<file path="src/hw/rtl/elhc_pkg.sv">
`timescale 1ns / 1ps
// ----------------------------------------------------------------------------
// elhc_pkg
// Shared types, codes and byte classes for the EHLO line syntax checker.
// ----------------------------------------------------------------------------
package elhc_pkg;

  localparam logic [7:0] CHAR_SPACE = 8'h20;
  localparam logic [7:0] CHAR_DASH  = 8'h2D;
  localparam logic [7:0] FIELD_MAX  = 8'hFF;

  typedef enum logic [2:0] {
    PH_START = 3'd0,
    PH_KEY   = 3'd1,
    PH_SEP   = 3'd2,
    PH_PARAM = 3'd3,
    PH_ERR   = 3'd4
  } phase_t;

  typedef enum logic [1:0] {
    ROLE_KEY   = 2'd0,
    ROLE_SPACE = 2'd1,
    ROLE_PARAM = 2'd2,
    ROLE_NONE  = 2'd3
  } role_t;

  typedef enum logic [2:0] {
    ST_CONT     = 3'd0,
    ST_ACCEPT   = 3'd1,
    ST_EMPTY    = 3'd2,
    ST_BADKEY   = 3'd3,
    ST_MISSING  = 3'd4,
    ST_BADPARAM = 3'd5
  } status_t;

  typedef struct packed {
    logic [7:0] char_code;
    logic       has_char;
    logic       end_of_line;
  } item_t;

  typedef struct packed {
    role_t      char_role;
    logic [7:0] field_number;
    status_t    status;
    logic       line_done;
  } result_t;

  function automatic logic is_alnum(input logic [7:0] c);
    is_alnum = c inside {[8'd48:8'd57], [8'd65:8'd90], [8'd97:8'd122]};
  endfunction

  function automatic logic is_param_byte(input logic [7:0] c);
    is_param_byte = c inside {[8'd33:8'd126]};
  endfunction

endpackage

</file>
<file path="src/hw/rtl/elhc_in_buf.sv">
`timescale 1ns / 1ps
// ----------------------------------------------------------------------------
// elhc_in_buf
// Input register: holds one incoming word until the parser takes it.
// ----------------------------------------------------------------------------
module elhc_in_buf (
  input  logic            clk,
  input  logic            rst,
  input  logic            in_valid,
  output logic            in_ready,
  input  elhc_pkg::item_t in_item,
  output logic            buf_valid,
  input  logic            buf_take,
  output elhc_pkg::item_t buf_item
);
  import elhc_pkg::*;

  // accept when empty or when the held word leaves this cycle
  assign in_ready = !buf_valid || buf_take;

  always_ff @(posedge clk) begin
    if (rst) begin
      buf_valid <= 1'b0;
    end else if (in_ready) begin
      buf_valid <= in_valid;
    end
  end

  always_ff @(posedge clk) begin
    if (in_valid && in_ready) begin
      buf_item <= in_item;
    end
  end

endmodule

</file>
<file path="src/hw/rtl/elhc_parser.sv">
`timescale 1ns / 1ps
// ----------------------------------------------------------------------------
// elhc_parser
// Line state machine: classifies one word per step and tracks field count
// and the latched error.
// ----------------------------------------------------------------------------
module elhc_parser (
  input  logic              clk,
  input  logic              rst,
  input  logic              step_en,
  input  elhc_pkg::item_t   item,
  output elhc_pkg::result_t result
);
  import elhc_pkg::*;

  phase_t     phase, phase_step, phase_next;
  logic [7:0] field_count, field_step, field_count_next;
  status_t    error_code, error_step, error_code_next;
  role_t      role;
  status_t    status;
  logic [7:0] field_bumped;

  assign field_bumped = (field_count == FIELD_MAX) ? field_count : field_count + 8'd1;

  // next state: effect of the byte, then close the line on end marker
  always_comb begin
    phase_step = phase;
    field_step = field_count;
    error_step = error_code;
    if (item.has_char) begin
      case (phase)
        PH_START: begin
          if (is_alnum(item.char_code)) begin
            phase_step = PH_KEY;
          end else begin
            phase_step = PH_ERR;
            error_step = ST_BADKEY;
          end
        end
        PH_KEY: begin
          if (is_alnum(item.char_code) || item.char_code == CHAR_DASH) begin
            phase_step = PH_KEY;
          end else if (item.char_code == CHAR_SPACE) begin
            phase_step = PH_SEP;
            field_step = field_bumped;
          end else begin
            phase_step = PH_ERR;
            error_step = ST_BADKEY;
          end
        end
        PH_SEP: begin
          if (item.char_code == CHAR_SPACE) begin
            phase_step = PH_ERR;
            error_step = ST_MISSING;
          end else if (is_param_byte(item.char_code)) begin
            phase_step = PH_PARAM;
          end else begin
            phase_step = PH_ERR;
            error_step = ST_BADPARAM;
          end
        end
        PH_PARAM: begin
          if (item.char_code == CHAR_SPACE) begin
            phase_step = PH_SEP;
            field_step = field_bumped;
          end else if (is_param_byte(item.char_code)) begin
            phase_step = PH_PARAM;
          end else begin
            phase_step = PH_ERR;
            error_step = ST_BADPARAM;
          end
        end
        default: begin
          phase_step = PH_ERR;
        end
      endcase
    end

    if (item.end_of_line) begin
      phase_next       = PH_START;
      field_count_next = 8'd0;
      error_code_next  = ST_CONT;
    end else begin
      phase_next       = phase_step;
      field_count_next = field_step;
      error_code_next  = error_step;
    end
  end

  // outputs: role of this byte and line status
  always_comb begin
    role = ROLE_NONE;
    if (item.has_char) begin
      case (phase_step)
        PH_KEY:   role = ROLE_KEY;
        PH_SEP:   role = ROLE_SPACE;
        PH_PARAM: role = ROLE_PARAM;
        default:  role = ROLE_NONE;
      endcase
    end

    if (phase_step == PH_ERR) begin
      status = error_step;
    end else if (item.end_of_line) begin
      case (phase_step)
        PH_START: status = ST_EMPTY;
        PH_SEP:   status = ST_MISSING;
        default:  status = ST_ACCEPT;
      endcase
    end else begin
      status = ST_CONT;
    end

    result.char_role    = role;
    result.field_number = field_step;
    result.status       = status;
    result.line_done    = item.end_of_line;
  end

  always_ff @(posedge clk) begin
    if (rst) begin
      phase       <= PH_START;
      field_count <= 8'd0;
      error_code  <= ST_CONT;
    end else if (step_en) begin
      phase       <= phase_next;
      field_count <= field_count_next;
      error_code  <= error_code_next;
    end
  end

`ifndef SYNTHESIS
  a_eol_clears: assert property (@(posedge clk) disable iff (rst)
    step_en && item.end_of_line |=>
      phase == PH_START && field_count == 8'd0 && error_code == ST_CONT)
    else $error("line state not cleared after end of line");

  a_err_latched: assert property (@(posedge clk) disable iff (rst)
    (phase == PH_ERR) == (error_code != ST_CONT))
    else $error("error phase and error code disagree");

  a_field_monotonic: assert property (@(posedge clk) disable iff (rst)
    step_en && !item.end_of_line |=> field_count >= $past(field_count))
    else $error("field count dropped inside a line");

  a_err_no_role: assert property (@(posedge clk) disable iff (rst)
    (result.status == ST_BADKEY || result.status == ST_MISSING ||
     result.status == ST_BADPARAM) && phase_step == PH_ERR |->
      result.char_role == ROLE_NONE)
    else $error("byte in error carries a role");
`endif

endmodule

</file>
<file path="src/hw/rtl/elhc_out_reg.sv">
`timescale 1ns / 1ps
// ----------------------------------------------------------------------------
// elhc_out_reg
// Result register: holds one finished word until the consumer takes it.
// ----------------------------------------------------------------------------
module elhc_out_reg (
  input  logic              clk,
  input  logic              rst,
  input  logic              res_valid,
  output logic              res_ready,
  input  elhc_pkg::result_t res_word,
  output logic              out_valid,
  input  logic              out_ready,
  output elhc_pkg::result_t out_word
);
  import elhc_pkg::*;

  // load when empty or when the held word is taken this cycle
  assign res_ready = !out_valid || out_ready;

  always_ff @(posedge clk) begin
    if (rst) begin
      out_valid <= 1'b0;
    end else if (res_ready) begin
      out_valid <= res_valid;
    end
  end

  always_ff @(posedge clk) begin
    if (res_valid && res_ready) begin
      out_word <= res_word;
    end
  end

endmodule

</file>
<file path="src/hw/rtl/ehlo_line_syntax_checker_unit.sv">
`timescale 1ns / 1ps
// ----------------------------------------------------------------------------
// ehlo_line_syntax_checker_unit
// Byte-wise syntax checker for one SMTP EHLO reply line.
// ----------------------------------------------------------------------------
// Feed the line one word per cycle: a byte on char_code with has_char set,
// or a bare end marker with has_char clear; end_of_line flags the last word
// of the line. Every input word yields exactly one result word with the
// byte's role, its field number (0 keyword, k for the k-th parameter,
// saturating at 255), a status and line_done. The unit sustains one word per
// clock while out_ready stays high; each word passes through the input
// register and then the result register, and the parser's phase, field count
// and error registers update once per word as it moves between them. The
// first error is latched and repeated until end of line, and end of line
// returns all line state to its reset values. A missing parameter after a
// space shows at the next byte or end marker, or at a space ending the line.
// ----------------------------------------------------------------------------
module ehlo_line_syntax_checker_unit (
  input  logic       clk,
  input  logic       rst,
  input  logic       in_valid,
  output logic       in_ready,
  input  logic [7:0] char_code,
  input  logic       has_char,
  input  logic       end_of_line,
  output logic       out_valid,
  input  logic       out_ready,
  output logic [1:0] char_role,
  output logic [7:0] field_number,
  output logic [2:0] status,
  output logic       line_done
);
  import elhc_pkg::*;

  item_t   in_item;
  item_t   buf_item;
  logic    buf_valid;
  logic    res_ready;
  logic    step_en;
  result_t res_word;
  result_t out_word;

  assign in_item.char_code   = char_code;
  assign in_item.has_char    = has_char;
  assign in_item.end_of_line = end_of_line;

  // advance the parser whenever a held word can move into the result register
  assign step_en = buf_valid && res_ready;

  elhc_in_buf u_in_buf (
    .clk       (clk),
    .rst       (rst),
    .in_valid  (in_valid),
    .in_ready  (in_ready),
    .in_item   (in_item),
    .buf_valid (buf_valid),
    .buf_take  (step_en),
    .buf_item  (buf_item)
  );

  elhc_parser u_parser (
    .clk     (clk),
    .rst     (rst),
    .step_en (step_en),
    .item    (buf_item),
    .result  (res_word)
  );

  elhc_out_reg u_out_reg (
    .clk       (clk),
    .rst       (rst),
    .res_valid (buf_valid),
    .res_ready (res_ready),
    .res_word  (res_word),
    .out_valid (out_valid),
    .out_ready (out_ready),
    .out_word  (out_word)
  );

  // drop the enum types at the pins
  assign char_role    = 2'(out_word.char_role);
  assign field_number = out_word.field_number;
  assign status       = 3'(out_word.status);
  assign line_done    = out_word.line_done;

endmodule
</file>
<file path="config.mk">
export PLATFORM = sky130hd
export DESIGN_NAME = ehlo_line_syntax_checker_unit
export DESIGN_NICKNAME = d
export VERILOG_FILES = /design/src/hw/rtl/elhc_pkg.sv /design/src/hw/rtl/elhc_in_buf.sv /design/src/hw/rtl/elhc_parser.sv /design/src/hw/rtl/elhc_out_reg.sv /design/src/hw/rtl/ehlo_line_syntax_checker_unit.sv
export SDC_FILE = /design/constraint.sdc
export NUM_CORES = 1
export LEC_CHECK = 0
export BUFFER_PORTS_ARGS = -buffer_cell sky130_fd_sc_hd__buf_2
export CELL_PAD_IN_SITES_DETAIL_PLACEMENT = 0
export CELL_PAD_IN_SITES_GLOBAL_PLACEMENT = 1
export CORE_MARGIN = 4
export CORE_UTILIZATION = 46
export CTS_BUF_LIST = sky130_fd_sc_hd__clkbuf_8
export DETAILED_ROUTE_END_ITERATION = 8
export PLACE_DENSITY = 0.91
export SLEW_MARGIN = 20
export SYNTH_ARGS = -nofsm -noshare
export SYNTH_HDL_FRONTEND = slang
export SYNTH_SLANG_ARGS = --single-unit
export TNS_END_PERCENT = 1
</file>
<file path="constraint.sdc">
create_clock -name clk -period 3 [get_ports clk]
set_clock_uncertainty 0.2 [all_clocks]
set_input_delay 0.15 -clock clk [delete_from_list [all_inputs] [get_ports clk]]
set_output_delay 0.15 -clock clk [all_outputs]
set_load 0.02 [all_outputs]
</file>
== Yosys cells after proc, flatten, opt, wreduce, memory -nomap -nowiden ==
Index checks and enable logic that the tools add are counted.
W data, S select, Z words.

* Flip-flop bits (word level): 40
* Output and inout bits: 16
* Logic and storage cells: 73

* Add/sub/neg operators: 1
* Magnitude comparators: 8
* Eq/ne operators: 10
* Multiplexer cells: 28
* Reduce and logical (&&, ||, !) cells: 14

{| class="wikitable"
|+ Operator list
! cell !! number
|-
| $mux W3 || 18
|-
| $mux W8 || 5
|-
| $le A8 B7 Y1 const B || 3
|-
| $pmux W3 S4 || 2
|-
| $eq A8 B6 Y1 const B || 2
|-
| $ge A8 B6 Y1 const B || 2
|-
| $ge A8 B7 Y1 const B || 2
|-
| $pmux W8 S2 || 1
|-
| $eq A3 B2 Y1 const B || 4
|-
| $add A8 B1 Y8 const B || 1
|-
| $eq A8 B8 Y1 const B || 1
|-
| $le A8 B6 Y1 const B || 1
|-
| $eq A3 B1 Y1 const B || 2
|-
| $logic_and A1 B1 Y1 || 6
|-
| $logic_not A3 Y1 || 2
|-
| $pmux W2 S3 || 1
|-
| $pmux W3 S2 || 1
|-
| $eq A3 B3 Y1 const B || 1
|-
| $logic_or A1 B1 Y1 || 3
|-
| $reduce_bool A3 Y1 || 1
|-
| $logic_not A1 Y1 || 2
|}

== Logic depth before layout (Yosys ltp) ==
Gate-level depths: netlist of the first run.

* Depth after elaboration: 11
* Gate-level depth with buffers: 7

== Modules after synthesis ==
Synthesis of the first run repeated with hierarchy kept, for this count alone.

* Cell total of the unflattened synthesis: 211
* Area, all modules: 2185.8 µm²

{| class="wikitable"
|+ By module, submodules not included
! module !! times used !! cells an instance !! area an instance (µm²) !! seq. area each (µm²)
|-
| elhc_parser || 1 || 176 || 1348.8 || 280.3
|-
| elhc_out_reg || 1 || 19 || 475.5 || 440.4
|-
| elhc_in_buf || 1 || 15 || 355.3 || 320.3
|-
| ehlo_line_syntax_checker_unit || 1 || 1 || 6.3 || 0.0
|}

== Worst setup path before layout of the first run ==
Ideal clock, no wire load.

* Kind: flip-flop to flip-flop
* Start: register u_in_buf.buf_item[4] (netlist name)
* End: register u_out_reg.out_word[1] (netlist name)
* Arrival: 2.242 ns
* Data required time: 2.655 ns
* Slack: 0.414 ns
* Stages on the path, launching flop included: 7
* Period minus slack after synthesis: 2.586 ns
* Cell sequence: edfxtp_1 > or4_4 > a22o_4 > a21oi_1 > o221ai_1 > or4b_1 > o21ai_1

==> results of run 1 <==
path summary, 6_finish.rpt:
path | endpoint | slack, ps | depth (start not counted)
min | u_parser.field_count[1]$_SDFFE_PP0P_ | 20 | 2
max reg2reg | u_out_reg.out_word[2]$_DFFE_PP_ | 220 | 6
min reg2reg | u_out_reg.out_valid$_SDFFE_PP0P_ | 320 | 2
max | u_out_reg.out_word[2]$_DFFE_PP_ | 220 | 6
worst max-delay path, cell delays in order, from the launching register on:
cell and delay [ps]:
edfxtp_1 520, or4b_4 580, a211oi_2 240, a21oi_2 80, a221o_1 370, and3_1 160
a2111oi_0 390
cells by family after synthesis:
group           synth area share, %
simple gates                   20.9
compound gates                 22.0
flops                          50.4
buf+inv                        2.97
xor+xnor                       2.12
mux                            1.03
fa+ha+maj                     0.605
cell type report:
cell class	instances	area, sq um
Clock buffer	5	68.8
Inverter	6	22.5
Timing Repair Buffer	45	295
Tap cell	52	65.1
Clock inverter	3	46.3
Fill cell	369	1850
Sequential cell	40	1040
Multi-Input combinational cell	148	965
what timing repair did:
item / 4_1_cts / 5_1_grt
hold endpoints to repair: 12 / 0
hold buffers: 12 / 0
setup endpoints to repair: 0 / 0
metal layers:
| metal | global-route usage (%) | vias to the layer above |
|---|---|---|
| met5 | 0 | - |
| met4 | 6.72 | 0 |
| met3 | 5.07 | 6 |
| met2 | 26.0 | 60 |
| met1 | 24.6 | 778 |
| li1 | - | 863 |
metrics by stage:
stage / instance area [sq um] / worst slack [ps] / cells / util, %
final: 2500 / 217 / 299 / 57.5
after global routing: 2500 / 70.3 / 299 / 57.5
after CTS: 2500 / 222 / 299 / 57.5
after detailed placement: 2270 / 248 / 279 / 52.1
after global placement: 2270 / 241 / 279 / 52.1
after floorplan: 2070 / 414 / 202 / -
power groups by stage:
stage	clock network [uW]	logic, uW	registers, uW
floorplan	0	58.9	639
global placement	0	102	631
detailed placement	0	102	632
CTS	463	114	619
global route	486	127	622
finish	458	115	619
state kept, by name (all words and copies together) (netlist names):
signal and count:
u_parser.field_count 8, u_parser.error_code 3, u_parser.phase 3, u_out_reg.out_word 14, u_out_reg.out_valid 1, u_in_buf.buf_valid 1, u_in_buf.buf_item 10
synthesized netlist by cell type, drive strengths merged, types with 3 or more instances:
cell type	instances	area, sq um
edfxtp	24	721
nand2	17	63.8
nor2	17	63.8
a21oi	16	83.8
dfxtp	16	320
o21ai	9	48.8
nand3	8	40.0
clkbuf	6	22.5
inv	6	22.5
nand2b	6	37.5
a31oi	5	37.5
nor2b	5	31.3
and3	4	25.0
or4	4	33.8
xor2	4	35.0
a22oi	3	22.5
o211ai	3	22.5
or3	3	18.8
==> results.cfg, run 1 <==
[run]
maxCapViolations = 0

[power]
ir_drop_v = 0.000241
internal_power_uw = 903
p_sw_share_pct = 24.3
clkPwrFrac_pct = 38.4
switchingPower_uw = 289
combPwrFrac_pct = 9.6
power_density_nw_per_um2 = 476
cellLeakagePower_uw = 0.000930
total_power_uw = 1190
p_seq_share_pct = 51.9

[grt]
grt_max_degree = 19
gr-total-overflow = 0
grt_pass1_wl_mm = 7.61
antenna_found_initial = 0
grt_pass1_vias = 1584
grt.total_usage_pct = 17.7

[cts]
clockRootBuffer = clkbuf_8
cts_tree = built
cts_resized = 0
cts_made_buffers = 5
cts_sinks = 40
clk_path_buf_depth = 2
htreeDepth = 2
cts_setup_buffers = 0
clk_latency_ps = 300
cts.clk_slew.worst_paths_ps = 90

[layout]
diodes = 0
layout-drive-gt1-share_pct = 21.9
fin_nets = 261
final_common_cell = buf_2
final_cell_mix = buf_2, edfxtp_1, nor2_1, nand2_1, dfxtp_1
area_growth_pct = 21.1

[worst_setup_path]
cp_max_fo = 8
worstPathArrival_ps = 2650
worstSetupPathType = reg -> reg
crit_start = u_in_buf.buf_item[8]$_DFFE_PP_
critPathRequiredTime_ps = 2870
timing.rr.start = u_in_buf.buf_item[8]$_DFFE_PP_
end_kind = flop
cp-start-kind = flop

[synthesis]
seq_area_frac_synth_pct = 50.4
synth_cell_types = 61
netlist_instances = 202
syn_avg_cell_area_sq_um = 10.2
syn_area_sq_um = 2070
synth_seq_cells = 40
synth_fp_nets = 217
yosys_warnings = 0
synth_edf_count = 24
async_reset_ff_share_pct = 0
synthFlopType = edfxtp_1

[floorplan]
initial_core_util_pct = 47.5
num_rows = 24
boundaryPins = 30
design.die.area_sq_um = 5630
fp.dieW_um = 75.0
core_region_area_sq_um = 4350
die_h_um = 75.0

[placement]
gp_congestion = 0.925
dp_hpwl_mm = 2.99
io_buffers = 29

[timing]
clock.fmax_mhz = 359
min_period_ps = 2780
setup_viol = 0
finalMaxSlewViolations = 0
max_slew_margin_pct = 62.2
whs_ps = 23.5
tightest_slew_ps = 560
fin_crit_sh_pct = 92.8
final_hold_viol_count = 0
tns_ps = 0
rsz0062_at_grt = no

[drt]
num_vias = 1707
ant_nets = 0
drc = 0
route.met2.wl_mm = 1.97
top_layer = met4
routed_via_density = 5.71
drt-total-wl_mm = 4.44
wire_per_inst_um = 14.8
met1_length_mm = 2.10
drt_iter0_markers = 160
route.met3.wl_um = 289
firstDrtPassIters = 5

[hold_path]
hold_class = in -> reg
holdCritStartpoint = rst

[status]
run_status = completed
Note: power is estimated with default switching activity, not from simulation.
==> run 2: changes to the inputs <==
--- a/config.mk
+++ b/config.mk
@@ -12,7 +12,7 @@
 export CORE_UTILIZATION = 46
 export CTS_BUF_LIST = sky130_fd_sc_hd__clkbuf_8
 export DETAILED_ROUTE_END_ITERATION = 8
-export PLACE_DENSITY = 0.91
+export PLACE_DENSITY = 0.86
 export SLEW_MARGIN = 20
 export SYNTH_ARGS = -nofsm -noshare
 export SYNTH_HDL_FRONTEND = slang
==> run 2 against run 1 <==
  * Register-to-register slack worse by 150 ps
  * Cell count stayed put
  * Combinational power is essentially flat
  * Cell area increased by 0.25%
  * Clock-buffer cell count unchanged
  * Maximum frequency decreased by 5.0%
  * Critical endpoint unchanged
  * Via count decreased by 0.47%
  * Critical path depth unchanged
  * Wire length increased by 0.18%
  * Die area is the same
  * Non-clock buffer count unchanged
  * Largest power group unchanged
==> results.cfg, run 2 (synthesis results as in run 1) <==
[grt]
grt_pass1_wl_mm = 7.42
grt_max_degree = 19
gr-total-overflow = 0
grt.total_usage_pct = 17.2
antenna_found_initial = 0
grt_pass1_vias = 1570

[worst_setup_path]
path_cells = or4b_4 -> a211oi_2 -> a21oi_2 -> a221o_1 -> and3_1 -> a2111oi_1
worstSetupPathType = reg -> reg
crit_end = u_out_reg.out_word[2]$_DFFE_PP_
crit_cells = 6
worstPathArrival_ps = 2760
crit_start = u_in_buf.buf_item[8]$_DFFE_PP_
timing.rr.start = u_in_buf.buf_item[8]$_DFFE_PP_
timing.rr.end = u_out_reg.out_word[2]$_DFFE_PP_
cp-start-kind = flop
cp_max_fo = 8
critPathTopFamily = compound AO/OA/AOI/OAI gates
critPathMaxStageDelay_ps = 590
crit_slowest_cell = or4b_4
critPathRequiredTime_ps = 2830
end_kind = flop
ff2ff_setup_slack_ps = 70
r2r_cells = 6
path_buf_inv = 0

[floorplan]
core_region_area_sq_um = 4350
design.die.area_sq_um = 5630
boundaryPins = 30
num_rows = 24
initial_core_util_pct = 47.5
fp.dieW_um = 75.0
die_h_um = 75.0

[cts]
clockRootBuffer = clkbuf_8
clk_path_buf_depth = 2
cts_sinks = 40
cts_made_buffers = 5
cts_tree = built
cts.clk_slew.worst_paths_ps = 80
htreeDepth = 2
clk_latency_ps = 290

[power]
power_density_nw_per_um2 = 470
ir_drop_v = 0.000264
cellLeakagePower_uw = 0.000934

[drt]
wire_per_inst_um = 14.9
drt_iter0_markers = 123
routed_via_density = 5.68
drc = 0
drt-total-wl_mm = 4.45
ant_nets = 0
num_vias = 1699
firstDrtPassIters = 4

[layout]
reg_top3 = u_out_reg.out_word: 14 flops, u_in_buf.buf_item: 10 flops, u_parser.field_count: 8 flops
area_growth_pct = 21.4
fin_cells = 299
diodes = 0
final_common_cell = buf_2
fin_nets = 261
fillers = 362
regMostFlops = u_out_reg.out_word
largest_reg_flops = 14
final_cell_mix = buf_2, edfxtp_1, nor2_1, nand2_1, dfxtp_1
layout-drive-gt1-share_pct = 21.9

[timing]
min_period_ps = 2930
tightest_slew_ps = 653
finalWorstSetupSlack_ps = 70.0
finalMaxSlewViolations = 0
clock.fmax_mhz = 341
setup_viol = 0
max_slew_margin_pct = 56.3
final_hold_viol_count = 0
fin_crit_sh_pct = 97.7

[hold_path]
holdCritStartpoint = rst
hold_class = in -> reg

[placement]
placed_cells = 279
dp_hpwl_mm = 3.05
io_buffers = 29
dp_slack_ps = 11.5
gp_congestion = 0.862

[run]
maxCapViolations = 0

[status]
run_status = completed
## run 2: cell types whose count changed in the layout (fill, tap and decap cells not counted), sizes merged
cell / delta
inv: -1
clkinv: +1
## run 2: per-stage QoR
step / setup TNS (ps) / cell area (sq um) / total power [uW] / utilization (%) / hold WS, ps
3_5_place_dp: 0 / 2270 / 735 / 52.1 / 128
6_report: 0 / 2510 / 1180 / 57.6 / 27.9
3_3_place_gp: 0 / 2270 / 733 / 52.1 / 127
5_1_grt: -3.54 / 2510 / 1230 / 57.6 / 37.2
2_1_floorplan: 0 / 2070 / 698 / - / 48.9
4_1_cts: 0 / 2500 / 1190 / 57.4 / 31.6
## run 2: how the worst min path moves through the flow
stage,end,slack (ps),cells after the start
2_1_floorplan,u_in_buf.buf_item[0]$_DFFE_PP_,50,0
3_3_place_gp,u_in_buf.buf_item[2]$_DFFE_PP_,130,1
3_5_place_dp,u_in_buf.buf_item[0]$_DFFE_PP_,130,1
4_1_cts,u_parser.phase[0]$_SDFFE_PP0P_,30,2
5_1_grt,u_in_buf.buf_valid$_SDFFE_PP0N_,40,2
6_report,u_parser.phase[0]$_SDFFE_PP0P_,30,2
## run 2: power by group
part           total [uW]  internal (uW)  switching [uW]
registers             620            603            17.3
logic                 116           50.8            65.6
clock network         443            246             197
total                1180            900             280
## run 2: layout make-up
type	count	area [sq um]	area share, %
clock buffer	5	68.8	2.74
clock inverter	3	42.5	1.69
inverter	6	22.5	0.897
multi-input combinational	148	975	38.8
sequential	40	1040	41.5
tap	52	65.1	2.59
timing repair buffer	45	295	11.8
## run 2: routing by layer
metal  GRT usage (%)  vias up  share of wire (%)  wire length (um)
li1                -      868                  -                 -
met1            23.0      767                 48              2130
met2            27.3       53                 45              1990
met3            4.41       11                5.3               236
met4            5.93        0                2.2                96
met5               0        -                  0                 0
## run 2: what timing repair did
action / CTS / global route
hold buffers: 12 / 0
endpoints found under the setup margin: 1 / 1
gates resized for setup: 1 / 1
setup buffers: 0 / 0
gates cloned: 0 / 0
hold endpoints to repair: 12 / 0
